$ cat src/rtl/qrs_pkg.sv
// qrs_pkg: widths, status codes and beat types of the quadratic root solver
// no dependencies; used by every module of the block
package qrs_pkg;

  localparam int CoefW = 16;            // coefficient width
  localparam int DiscW = 2*CoefW + 2;   // discriminant width
  localparam int SqrtW = CoefW + 1;     // square root width
  localparam int RemW  = SqrtW + 2;     // square root remainder width
  localparam int MagW  = CoefW + 2;     // numerator magnitude width
  localparam int DenW  = CoefW + 1;     // divisor width, 2|a|
  localparam int QuoW  = MagW + 16;     // dividend and quotient width
  localparam int RootW = 32;

  typedef enum logic [1:0] {
    ST_NONE   = 2'd0,
    ST_DOUBLE = 2'd1,
    ST_TWO    = 2'd2,
    ST_AZERO  = 2'd3
  } status_e;

  typedef struct packed {
    logic signed [CoefW-1:0] coef_a;
    logic signed [CoefW-1:0] coef_b;
    logic signed [CoefW-1:0] coef_c;
  } coef_t;

  typedef struct packed {
    logic signed [RootW-1:0] root_plus;
    logic signed [RootW-1:0] root_minus;
    status_e                 root_status;
    logic                    saturated;
  } root_t;

  // side data that travels down the cell rows with each beat
  typedef struct packed {
    logic signed [CoefW-1:0] b;
    logic                    neg_a;
    logic [DenW-1:0]         den;
    status_e                 status;
    logic                    sgn_p;
    logic                    sgn_m;
  } tag_t;

endpackage

$ cat src/rtl/qrs_sqrt_cell.sv
// qrs_sqrt_cell: one digit of the floored square root, registered
// depends on qrs_pkg
module qrs_sqrt_cell import qrs_pkg::*; (
  input  logic             clk_i,
  input  logic             rst_ni,
  input  logic             valid_i,
  input  tag_t             tag_i,
  input  logic [DiscW-1:0] rad_i,
  input  logic [RemW-1:0]  rem_i,
  input  logic [SqrtW-1:0] root_i,
  output logic             valid_o,
  output tag_t             tag_o,
  output logic [DiscW-1:0] rad_o,
  output logic [RemW-1:0]  rem_o,
  output logic [SqrtW-1:0] root_o
);

  logic [RemW+2:0]  trial;
  logic [RemW-1:0]  rem_d;
  logic [SqrtW-1:0] root_d;

  always_comb begin
    trial = {1'b0, rem_i, rad_i[DiscW-1 -: 2]} - {3'b000, root_i, 2'b01};
    if (!trial[RemW+2]) begin
      rem_d  = trial[RemW-1:0];
      root_d = {root_i[SqrtW-2:0], 1'b1};
    end else begin
      rem_d  = {rem_i[RemW-3:0], rad_i[DiscW-1 -: 2]};
      root_d = {root_i[SqrtW-2:0], 1'b0};
    end
  end

  always_ff @(posedge clk_i or negedge rst_ni) begin
    if (!rst_ni) begin
      valid_o <= 1'b0;
    end else begin
      valid_o <= valid_i;
    end
  end

  always_ff @(posedge clk_i) begin
    tag_o  <= tag_i;
    rad_o  <= {rad_i[DiscW-3:0], 2'b00};
    rem_o  <= rem_d;
    root_o <= root_d;
  end

endmodule

$ cat config.mk
export PLATFORM = sky130hd
export DESIGN_NAME = qrs_sqrt_cell
export DESIGN_NICKNAME = d
export VERILOG_FILES = /design/src/rtl/qrs_pkg.sv /design/src/rtl/qrs_sqrt_cell.sv
export SDC_FILE = /design/constraint.sdc
export NUM_CORES = 1
export LEC_CHECK = 0
export ABC_AREA = 1
export BUFFER_PORTS_ARGS = -buffer_cell sky130_fd_sc_hd__buf_4
export CORE_UTILIZATION = 45
export CTS_CLUSTER_SIZE = 14
export DETAILED_ROUTE_END_ITERATION = 10
export GPL_ROUTABILITY_DRIVEN = 0
export PLACE_DENSITY_LB_ADDON = 0.2
export SYNTH_ARGS = -nofsm -noshare
export SYNTH_HDL_FRONTEND = slang
export SYNTH_SLANG_ARGS = --single-unit
$ cat constraint.sdc
create_clock -name clk_i -period 1.2 [get_ports clk_i]
set_clock_uncertainty 0.1 [all_clocks]
set_input_delay 0 -clock clk_i [delete_from_list [all_inputs] [get_ports clk_i]]
set_output_delay 0 -clock clk_i [all_outputs]
set_load 0.02 [all_outputs]
==> reports/qor.yml, run 1 <==
status: "did not finish"
lastStage: "5_1_grt"
firstError: "[ERROR DPL-0038] Utilization greater than 100%, impossible to legalize"
netlist_area_um2: 3650
hpwl_um: 8730
synthCells: 395
ios: 220
holdBufCountCts: 110
ys_types: 26
cts_sinks: 107
ys_warn_count: 0
crit_endpoint: "rem_o[12]$_DFF_P_/D"
syn_area_per_cell_um2: 9.24
die_y_um: 92.1
ys_ff_latch: 107
die_x_um: 92.1
io_buffers: 217
cts_setup_buffers: 0
place_ws_ps: -340
fp-row-count: 32
placed_cells: 761
ctsResizeCount: 0
endpoint_type: "sequential cell input"
cts.htree.levels: 3
clock_path_buffers: 2
synth-seq-area-share: 0.588
start_util: 0.470
grt_max_degree: 20
cts_made_buffers: 9
cts_root_buf: "clkbuf_8"
[per-stage QoR]
| step | instance area [um^2] | util |
|---|---|---|
| after floorplan | 3930 | - |
| after global placement | 6050 | 0.778 |
| after detailed placement | 6050 | 0.778 |
| after CTS | 7330 | 0.943 |
[Yosys cell counts (all sizes together)]
master,n,share of area
dfxtp,106,0.58
nand2,102,0.11
inv,57,0.059
nor2,24,0.025
nand3,21,0.037
ha,18,0.062
o21ai,15,0.022
a21oi,13,0.021
nand4,9,0.017
xor2,8,0.019
nand3b,6,0.012
buf,5,0.013
nor3,4,0.0086
and2,2,0.0034
xnor2,2,0.0048
conb,1,0.0010
dfrtp,1,0.0069
o21bai,1,0.0021
[logic make-up after synthesis]
family	share of synthesized area
AND/OR/NAND/NOR	0.209
AO/OA/AOI/OAI	0.0446
flip-flops	0.588
XOR/XNOR	0.0240
adder cells (fa/ha/maj)	0.0617
buffers and inverters	0.0720
other	0.00103
==> run 2, diff against run 1 <==
Settings changed: CORE_UTILIZATION 45 to 30, CTS_CLUSTER_SIZE 14 to unset, PLACE_DENSITY_LB_ADDON 0.2 to 0.15.
==> reports/qor.yml, run 2 <==
status: "finished, violations left"
failed_checks: "DRC"
syn_area_per_cell_um2: 9.24  # unchanged
ys_types: 26  # unchanged
crit_slowest_cell: "ha_4"
fin_crit_ps: 1180
cts.htree.levels: 3  # unchanged
grt_pass1_wl_um: 21200
io_buffers: 217  # unchanged
first_pass_iters: 9
synth-seq-area-share: 0.588  # unchanged
antenna_found_initial: 0
synth_ff_type: "dfxtp_1"
final_util: 0.668
die_x_um: 112  # +22%
vdd_drop_max_mv: 0.565
clock_path_buffers: 2  # unchanged
ys_warn_count: 0  # unchanged
synth.most_common_cell: "dfxtp_1"
synth_area_leaders: "dfxtp_1 (58%), nand2_1 (10%), ha_1 (6.2%)"
cts_sinks: 107  # unchanged
grt_max_degree: 20
cts_made_buffers: 9  # unchanged
overflow: 0
leakage_nw: 3.84
hpwl_um: 8890  # +1.8%
mostFrequentLayoutCells: "buf_4 (263), dlygate4sd3_1 (111), dfxtp_1 (106)"
top_regs: "tag_o x38, rad_o x32, rem_o x19"
crit_start: "root_i[11]"
first_global_vias: 4138
synth_common_cells: "dfxtp_1 (106), nand2_1 (101), inv_1 (57), nor2_1 (24)"
viasPerCell: 4.33
setup_ws_ps: 15.7
grt_busiest_layer: "met2"
worstSetupEndpointType: "register"
hp-class: "in2reg"
synth_edf_count: 0  # unchanged
drc_errors: 19
worstHoldStart: "rem_i[16]"
ys_async_sr_fraction: 0.00935  # unchanged
netlist_area_um2: 3650  # unchanged
nNetsFinal: 918
hold_violations: 0
track_usage: 0.219
synth_area_leader_cell: "dfxtp_1"
period_share: 0.987
crit_required_ps: 1380
netlist.area_leader.share: 0.581  # unchanged
placed_cells: 804  # +5.7%
start_kind: "input port"
ios: 220  # unchanged
rsz0062_at_grt: "true"
die_y_um: 112  # +22%
grt_use_met2: 0.406
largest_reg_flops: 38
max_freq_mhz: 844
setup_viol: 0
cts_root_buf: "clkbuf_16"
core_area_um2: 11600
crit_type: "in2reg"
routed_wl_um: 13900
clk_pin_slew_ps: 70
maxCapViolCount: 0
area_delta_synth_final_pct: 113
fillers: 898
p_total_mw: 9.41
antenna_left: 0
die-area_um2: 12600
largest-register: "tag_o"
slew_violations: 0
crit_path_frequent_cell: "nand3_4"
cp.arrival_ps: 1360
grt.met1_usage: 0.231
antenna_cells: 0
wl_per_cell_um: 14.8
start_util: 0.314  # -0.156
drt_iter0_markers: 149
layout-drive-gt1-share: 0.472
power_density_nw_per_um2: 1210
synthCells: 395  # unchanged
met3_usage: 0.0664
fp-row-count: 39  # +22%
num_vias: 4054
path_cells: "buf_8 > inv_4 > ha_4 > nand4_4 > nor3_4 > nand3_4 > nand3_4 > buf_12 > xor2_1"
place_ws_ps: -378  # -37.7 ps
ys_ff_latch: 107  # unchanged
final_common_cell: "buf_4"
cts_tree: "built"
cp_slowest_stage_delay_ps: 290
stdcell_count: 937
worstPathMaxFanout: 13
[run 2: cell counts after synthesis]
No cell type changed its count.
[run 2: kinds of logic (layout without fill, tap and decap cells)]
group	Yosys count	after routing	share of synthesized area
flip-flops	107	107	0.588
other	1	2	0.00103
buffers and inverters	62	460	0.0720
adder cells (fa/ha/maj)	18	18	0.0617
AO/OA/AOI/OAI	29	29	0.0446
XOR/XNOR	10	10	0.0240
AND/OR/NAND/NOR	168	168	0.209
[run 2: cell type report]
class / instances / area (um^2) / share of cell area
Tap cell: 143 / 179 / 0.0231
Timing Repair Buffer: 387 / 3270 / 0.421
Clock buffer: 10 / 229 / 0.0295
Inverter: 57 / 239 / 0.0308
Sequential cell: 107 / 2150 / 0.277
Multi-Input combinational cell: 227 / 1640 / 0.212
Clock inverter: 6 / 57.6 / 0.00742
[run 2: what timing repair did]
action,CTS,global route
cloned,0,2
hold buffers,111,0
resized for setup,1,57
setup endpoints to repair,2,19
pin swaps,1,13
endpoints found under the hold margin,107,0
buffers inserted,0,4
[run 2: metal layers]
layer  part of all wire  vias up
met5                  0        -
met4              0.030        0
met3              0.072       26
met2               0.51      162
met1               0.39     1841
li1                   -     2025
[run 2: worst max-delay path, delay by kind of cell]
kind                       cells  cell delay [ps]
adders and majority gates      1              290
xor gates and xnor gates       1              140
and+or+nand+nor                4              660
buffers and inverters          3              270
[run 2: worst paths after layout]
kind / endpoint / slack (ps) / cells after the start
worst max-delay path: rem_o[0] / 20 / 9
worst min-delay path: rem_o[18] / 10 / 5
max in group asynchronous: valid_o / 490 / 3
min in group asynchronous: valid_o / 410 / 3
[run 2: per-stage QoR]
stage | area, um^2 | TNS (ps) | hold WS, ps
after floorplan | 3930 | -2820 | -396
after global placement | 6110 | -6600 | -325
after detailed placement | 6110 | -6900 | -324
after CTS | 7510 | 0 | 5.36
after global routing | 7760 | -432 | 25.6
final | 7760 | 0 | 12.0
[run 2: power breakdown]
group	switching, mW	internal (mW)	total [mW]	leakage (nW)
Sequential	0.0885	3.84	3.93	0.906
Clock	1.35	1.46	2.81	0.141
Combinational	1.26	1.41	2.68	2.80
(Power assumes the default switching activity.)
