**src/rtl/qrs_pkg.sv**
```systemverilog
// qrs_pkg: widths, status codes and beat types of the quadratic root solver
// no dependencies; used by every module of the block
package qrs_pkg;

  localparam int CoefW = 16;            // coefficient width
  localparam int DiscW = 2*CoefW + 2;   // discriminant width
  localparam int SqrtW = CoefW + 1;     // square root width
  localparam int RemW  = SqrtW + 2;     // square root remainder width
  localparam int MagW  = CoefW + 2;     // numerator magnitude width
  localparam int DenW  = CoefW + 1;     // divisor width, 2|a|
  localparam int QuoW  = MagW + 16;     // dividend and quotient width
  localparam int RootW = 32;

  typedef enum logic [1:0] {
    ST_NONE   = 2'd0,
    ST_DOUBLE = 2'd1,
    ST_TWO    = 2'd2,
    ST_AZERO  = 2'd3
  } status_e;

  typedef struct packed {
    logic signed [CoefW-1:0] coef_a;
    logic signed [CoefW-1:0] coef_b;
    logic signed [CoefW-1:0] coef_c;
  } coef_t;

  typedef struct packed {
    logic signed [RootW-1:0] root_plus;
    logic signed [RootW-1:0] root_minus;
    status_e                 root_status;
    logic                    saturated;
  } root_t;

  // side data that travels down the cell rows with each beat
  typedef struct packed {
    logic signed [CoefW-1:0] b;
    logic                    neg_a;
    logic [DenW-1:0]         den;
    status_e                 status;
    logic                    sgn_p;
    logic                    sgn_m;
  } tag_t;

endpackage

```
**src/rtl/qrs_div_cell.sv**
```systemverilog
// qrs_div_cell: one quotient bit of both roots, restoring division, registered
// depends on qrs_pkg
module qrs_div_cell import qrs_pkg::*; (
  input  logic            clk_i,
  input  logic            rst_ni,
  input  logic            valid_i,
  input  tag_t            tag_i,
  input  logic [QuoW-1:0] dvd_p_i,
  input  logic [QuoW-1:0] dvd_m_i,
  input  logic [DenW-1:0] rem_p_i,
  input  logic [DenW-1:0] rem_m_i,
  input  logic [QuoW-1:0] quo_p_i,
  input  logic [QuoW-1:0] quo_m_i,
  output logic            valid_o,
  output tag_t            tag_o,
  output logic [QuoW-1:0] dvd_p_o,
  output logic [QuoW-1:0] dvd_m_o,
  output logic [DenW-1:0] rem_p_o,
  output logic [DenW-1:0] rem_m_o,
  output logic [QuoW-1:0] quo_p_o,
  output logic [QuoW-1:0] quo_m_o
);

  logic [DenW:0]   part_p, part_m, diff_p, diff_m;
  logic            ge_p, ge_m;

  always_comb begin
    part_p = {rem_p_i, dvd_p_i[QuoW-1]};
    part_m = {rem_m_i, dvd_m_i[QuoW-1]};
    ge_p   = part_p >= {1'b0, tag_i.den};
    ge_m   = part_m >= {1'b0, tag_i.den};
    diff_p = part_p - {1'b0, tag_i.den};
    diff_m = part_m - {1'b0, tag_i.den};
  end

  always_ff @(posedge clk_i or negedge rst_ni) begin
    if (!rst_ni) begin
      valid_o <= 1'b0;
    end else begin
      valid_o <= valid_i;
    end
  end

  always_ff @(posedge clk_i) begin
    tag_o   <= tag_i;
    dvd_p_o <= {dvd_p_i[QuoW-2:0], 1'b0};
    dvd_m_o <= {dvd_m_i[QuoW-2:0], 1'b0};
    rem_p_o <= ge_p ? diff_p[DenW-1:0] : part_p[DenW-1:0];
    rem_m_o <= ge_m ? diff_m[DenW-1:0] : part_m[DenW-1:0];
    quo_p_o <= {quo_p_i[QuoW-2:0], ge_p};
    quo_m_o <= {quo_m_i[QuoW-2:0], ge_m};
  end

endmodule

```
**config.mk**
```make
export PLATFORM = sky130hd
export DESIGN_NAME = qrs_div_cell
export DESIGN_NICKNAME = d
export VERILOG_FILES = /design/src/rtl/qrs_pkg.sv /design/src/rtl/qrs_div_cell.sv
export SDC_FILE = /design/constraint.sdc
export NUM_CORES = 1
export LEC_CHECK = 0
export BUFFER_PORTS_ARGS = -buffer_cell sky130_fd_sc_hd__buf_2
export CAP_MARGIN = 20
export CORE_AREA = 2 2 166 168
export CTS_BUF_LIST = sky130_fd_sc_hd__clkbuf_8
export CTS_CLUSTER_DIAMETER = 120
export DETAILED_ROUTE_END_ITERATION = 8
export DIE_AREA = 0 0 168 170
export SLEW_MARGIN = 25
export SYNTH_ARGS = -nofsm -noshare
export SYNTH_HDL_FRONTEND = slang
export SYNTH_SLANG_ARGS = --single-unit
```
**constraint.sdc**
```tcl
create_clock -name clk_i -period 1.06 [get_ports clk_i]
set_clock_uncertainty 0.1 [all_clocks]
set_input_delay 0.053 -clock clk_i [delete_from_list [all_inputs] [get_ports clk_i]]
set_output_delay 0.053 -clock clk_i [all_outputs]
set_load 0.005 [all_outputs]
```
* After elaboration in Yosys (flattened, before gate mapping)
Cells that the tools add are included.
Word-level totals: register bits after elaboration 207, input port bits 211, word-level logic and storage cells 19
Operators by class: add/sub/neg operators 2, magnitude comparators 2, mux-type cells 2
Operators by type and width (count):
- 18-bit by 17-bit greater-or-equal comparator with 1-bit output | 2
- 17-bit two-way mux | 2
- 17-bit subtractor | 2

* Longest topological paths before layout
depth in word-level cells 2, mapped depth 12, gate-level depth less buffers 11

* Least setup slack after synthesis
OpenSTA, ideal clock, no wires.
path type input to register, from input port dvd_m_i[33], to register rem_m_o[12], library setup time 0.121 ns, arrival time 2.048 ns, path slack -1.209 ns, stages 11, buffers on the path 1, cells stage by stage inv_1 > ha_1 > inv_1 > fa_1 > a21o_1 > and2_1 > o31a_2 > o21ai_4 > inv_2 > buf_6 > mux2_4
Between the ends: cells in the longest elaborated chain, start to end 2
RTL lines:
- start, declared | RTL line qrs_div_cell.sv:9 | input logic [QuoW-1:0] dvd_m_i,
- 18-bit by 17-bit greater-or-equal comparator with 1-bit output | RTL line qrs_div_cell.sv:31 | ge_m = part_m >= {1'b0, tag_i.den};
- named net ge_m | RTL line qrs_div_cell.sv:25 | logic ge_p, ge_m;
- 17-bit two-way mux | RTL line qrs_div_cell.sv:49 | rem_m_o <= ge_m ? diff_m[DenW-1:0] : part_m[DenW-1:0];
- end signal, assigned | RTL line qrs_div_cell.sv:49
- end, declared | RTL line qrs_div_cell.sv:19 | output logic [DenW-1:0] rem_m_o,
The timed path passes the listed nets, and every way through them passes these cells.

* Worst setup path after layout
from input port dvd_p_i[33], to register rem_p_o[16]
Between the ends: cells in the longest elaborated chain, start to end 2
RTL lines:
- start, declared | RTL line qrs_div_cell.sv:8 | input logic [QuoW-1:0] dvd_p_i,
- 17-bit subtractor or 18-bit by 17-bit greater-or-equal comparator with 1-bit output (tied branches) | RTL line qrs_div_cell.sv:32, qrs_div_cell.sv:30
- 17-bit two-way mux (*) | RTL line qrs_div_cell.sv:48 | rem_p_o <= ge_p ? diff_p[DenW-1:0] : part_p[DenW-1:0];
- end signal, assigned | RTL line qrs_div_cell.sv:48
- end, declared | RTL line qrs_div_cell.sv:18 | output logic [DenW-1:0] rem_p_o,
Every way passes the cells marked *; elsewhere a longest branch is shown, timed or not.

==> summary.txt <==
Floorplanning
  • # rows: 60
  • DIE AREA: 0.02856 mm2
  • Initial Util: 24.17%
  • Die height: 170 um
  • CORE AREA: 0.02665 mm2
  • Ports: 420
  • Die Wd: 168 um

Worst setup path
  • Data arrival, critical path: 2010 ps
  • Critical path class: in -> reg
  • CP Data Required Time: 1360 ps
  • Nature of the critical path endpoint: register
  • Crit path max fanout: 3
  • Startpoint Class: input pin

Clock tree
  • Clock-pin slew on the worst setup and hold paths: 60 ps
  • Clock buffer depth: 3
  • CTS buffer count: 35
  • Clk sinks: 207
  • CTS root buf: clkbuf_8
  • Htree depth: 2
  • CTS tree: yes

Detailed routing
  • DRT antenna net count: 0
  • DR iter-0 viols: 190
  • WL/cell: 16.46 um
  • Drt via density: 4.220
  • Routed vias: 7,048
  • DRC viols: 0
  • Final WL: 27,490 um
  • DRT Pass-1 Iters: 4

STA
  • Final setup margin: -652.9 ps
  • TNS Setup: -25,520 ps
  • Final setup fails: 227
  • Max Transition Viols Final: 0
  • Fin Hold WS: -290.7 ps
  • F_max: 0.5838 GHz
  • Period utilization: 161.6%
  • Min cycle time layout: 1713 ps
  • Final hold vios: 3
  • Unrepaired setup endpoints after global routing: true

Layout
  • Filler cells: 2,219
  • Final core utilization: 52.10%
  • Share of layout cells above drive strength 1: 60.41%
  • Register area: 0.004252 mm2
  • Area grow syn2layout: 115.6%
  • Multi-input gate area: 0.002716 mm2
  • Final Net Count: 1,553

GRT
  • Initial antenna violation count: 3
  • Number of global-route vias before repair: 7,419
  • Congestion Overflow GR: 0
  • Total track usage: 17.25%
  • Largest net degree at the start of global routing: 11
  • First-pass GRT wire length: 38,740 um

Place
  • Hpwl dp: 17,740 um
  • I/O Buffers: 415
  • GP Congestion: 0.8250

Synth
  • EDFF count, synth: 0
  • Ys flop type: dfxtp_1
  • Post-synthesis cell type count: 62
  • Post-Synthesis Cell Area: 0.006441 mm2
  • Post-synthesis sequential area ratio: 64.41%
  • Async SR Flop Fraction: 0.4831%
  • Ys Warns: 0
  • Seq cells post-synth: 207
  • Gate Count Post-Synth: 526
  • Avg Cell Area, Syn: 12.25 um2

Power and ir drop
  • Pleak: 6.587 nW
  • Cell Pwr Density: 1482 mW/mm2
  • VDD IR max: 0.9777 mV

Run status
  • Status: complete, but fails checks
  • Failing checks: negative hold slack, negative setup slack

Job
  • Number of max-cap violations: 0

Hold path
  • Hold crit path type: in -> reg
[final cells by class]
cell class,count,area share [%]
Antenna cell,3,0.05406
Clock buffer,40,3.965
Clock inverter,17,0.7749
Inverter,26,1.099
Multi-Input combinational cell,281,19.56
Sequential cell,207,30.62
Tap cell,341,3.073
Timing Repair Buffer,753,40.69
Timing Repair inverter,2,0.1622
[sequential cells by signal, indices dropped and copies added (netlist names)]
name and flops:
dvd_p_o 33, quo_m_o 34, quo_p_o 34, rem_p_o 17, valid_o 1, rem_m_o 17, tag_o 38, dvd_m_o 33
[power by group]
part,internal (mW),switching (mW),leakage (nW)
logic,2.99,1.95,4.46
clock network,3.69,3.21,0.375
registers,8.49,0.250,1.75
[worst max-delay path, cell delays in order]
cell,delay (ps)
buf_12,110
inv_12,40
ha_4,120
inv_2,40
fa_2,380
a21oi_4,180
o211ai_1,170
a221oi_2,240
buf_4,180
a31oi_4,80
xor2_1,140
mux2_2,260
[layer usage]
| metal | part of all wire [%] | global-route usage, % |
|---|---|---|
| met1 | 35 | 17.30 |
| met2 | 54 | 33.52 |
| met3 | 7.4 | 5.023 |
| met4 | 3.4 | 6.503 |
| met5 | 0.084 | 0 |
[synth_stat cells (all sizes together), types with 2 or more instances]
library cell / number / area share, %
nand2: 34 / 2.0
a21oi: 26 / 2.0
or2: 3 / 0.29
nor4: 2 / 0.29
o211ai: 3 / 0.43
clkbuf: 3 / 0.17
and3: 2 / 0.19
dfxtp: 206 / 64
fa: 2 / 0.62
o21a: 10 / 1.2
mux2: 21 / 3.9
nor2b: 5 / 0.49
and2: 5 / 0.51
a21o: 15 / 1.7
a31oi: 3 / 0.29
o31ai: 6 / 0.70
nand3: 14 / 1.1
xor2: 4 / 0.54
ha: 34 / 6.6
nor2: 15 / 0.87
o21ai: 19 / 1.7
and4: 4 / 0.54
a2111oi: 3 / 0.41
nor3: 3 / 0.23
inv: 26 / 1.5
xnor2: 15 / 2.0
o21bai: 2 / 0.23
nor3b: 3 / 0.35
a311oi: 2 / 0.27
nand4: 2 / 0.19
buf: 10 / 1.1
o31a: 2 / 0.29
a211oi: 4 / 0.47
[worst paths after layout]
check / from / to / slack (ps) / cells after the start
max in group asynchronous: rst_ni / valid_o / 470 / 3
min in group asynchronous: rst_ni / valid_o / 280 / 3
worst max-delay path: dvd_p_i[33] / rem_p_o[16] / -650 / 12
worst min-delay path: rem_m_i[0] / rem_m_o[1] / -290 / 3
[stage by stage]
stage	worst slack, ps	hold WS (ps)	instances	power, mW	instance area (um2)
floorplan	-1120	-342.6	527	10.16	6550
global placement	-1218	-272.0	1382	12.05	9822
detailed placement	-1249	-271.9	1382	12.07	9822
CTS	-643.4	-472.9	1654	19.98	13020
global route	-708.8	-267.0	1668	21.54	13880
finish	-652.9	-290.7	1670	20.57	13890
[logic make-up (layout without fill, tap and decap cells)]
group,count (synthesis),after routing,share of synthesized area [%]
XOR/XNOR,19,19,2.584
AND/OR/NAND/NOR,94,94,7.226
adder cells (fa/ha/maj),36,36,7.226
multiplexers,21,21,3.904
flip-flops,207,207,64.41
AO/OA/AOI/OAI,109,109,11.75
buffers and inverters,39,838,2.836
other,1,5,0.05822
[timing repair]
action,CTS,global route
gates resized for setup,106,183
hold endpoints to repair,206,7
setup endpoints to repair,243,243
cloned,3,0
hold buffers,202,6
pin swaps,31,43
setup buffers,10,10
[placed cells by master (no fill, tap or decap), drive strengths merged, types with 3 or more instances in the layout]
cell type and instances:
a2111oi 3, a211oi 4, a21o 15, a21oi 26
a31oi 3, and2 5, and4 4, buf 545
clkbuf 40, clkinv 5, dfxtp 206, diode 3
dlygate4sd3 208, ha 34, inv 38, mux2 21
nand2 34, nand3 14, nor2 15, nor2b 5
nor3 3, nor3b 3, o211ai 3, o21a 10
o21ai 19, o31ai 6, or2 3, xnor2 15
xor2 4
No activity file was read; power rests on OpenSTA's default activity.
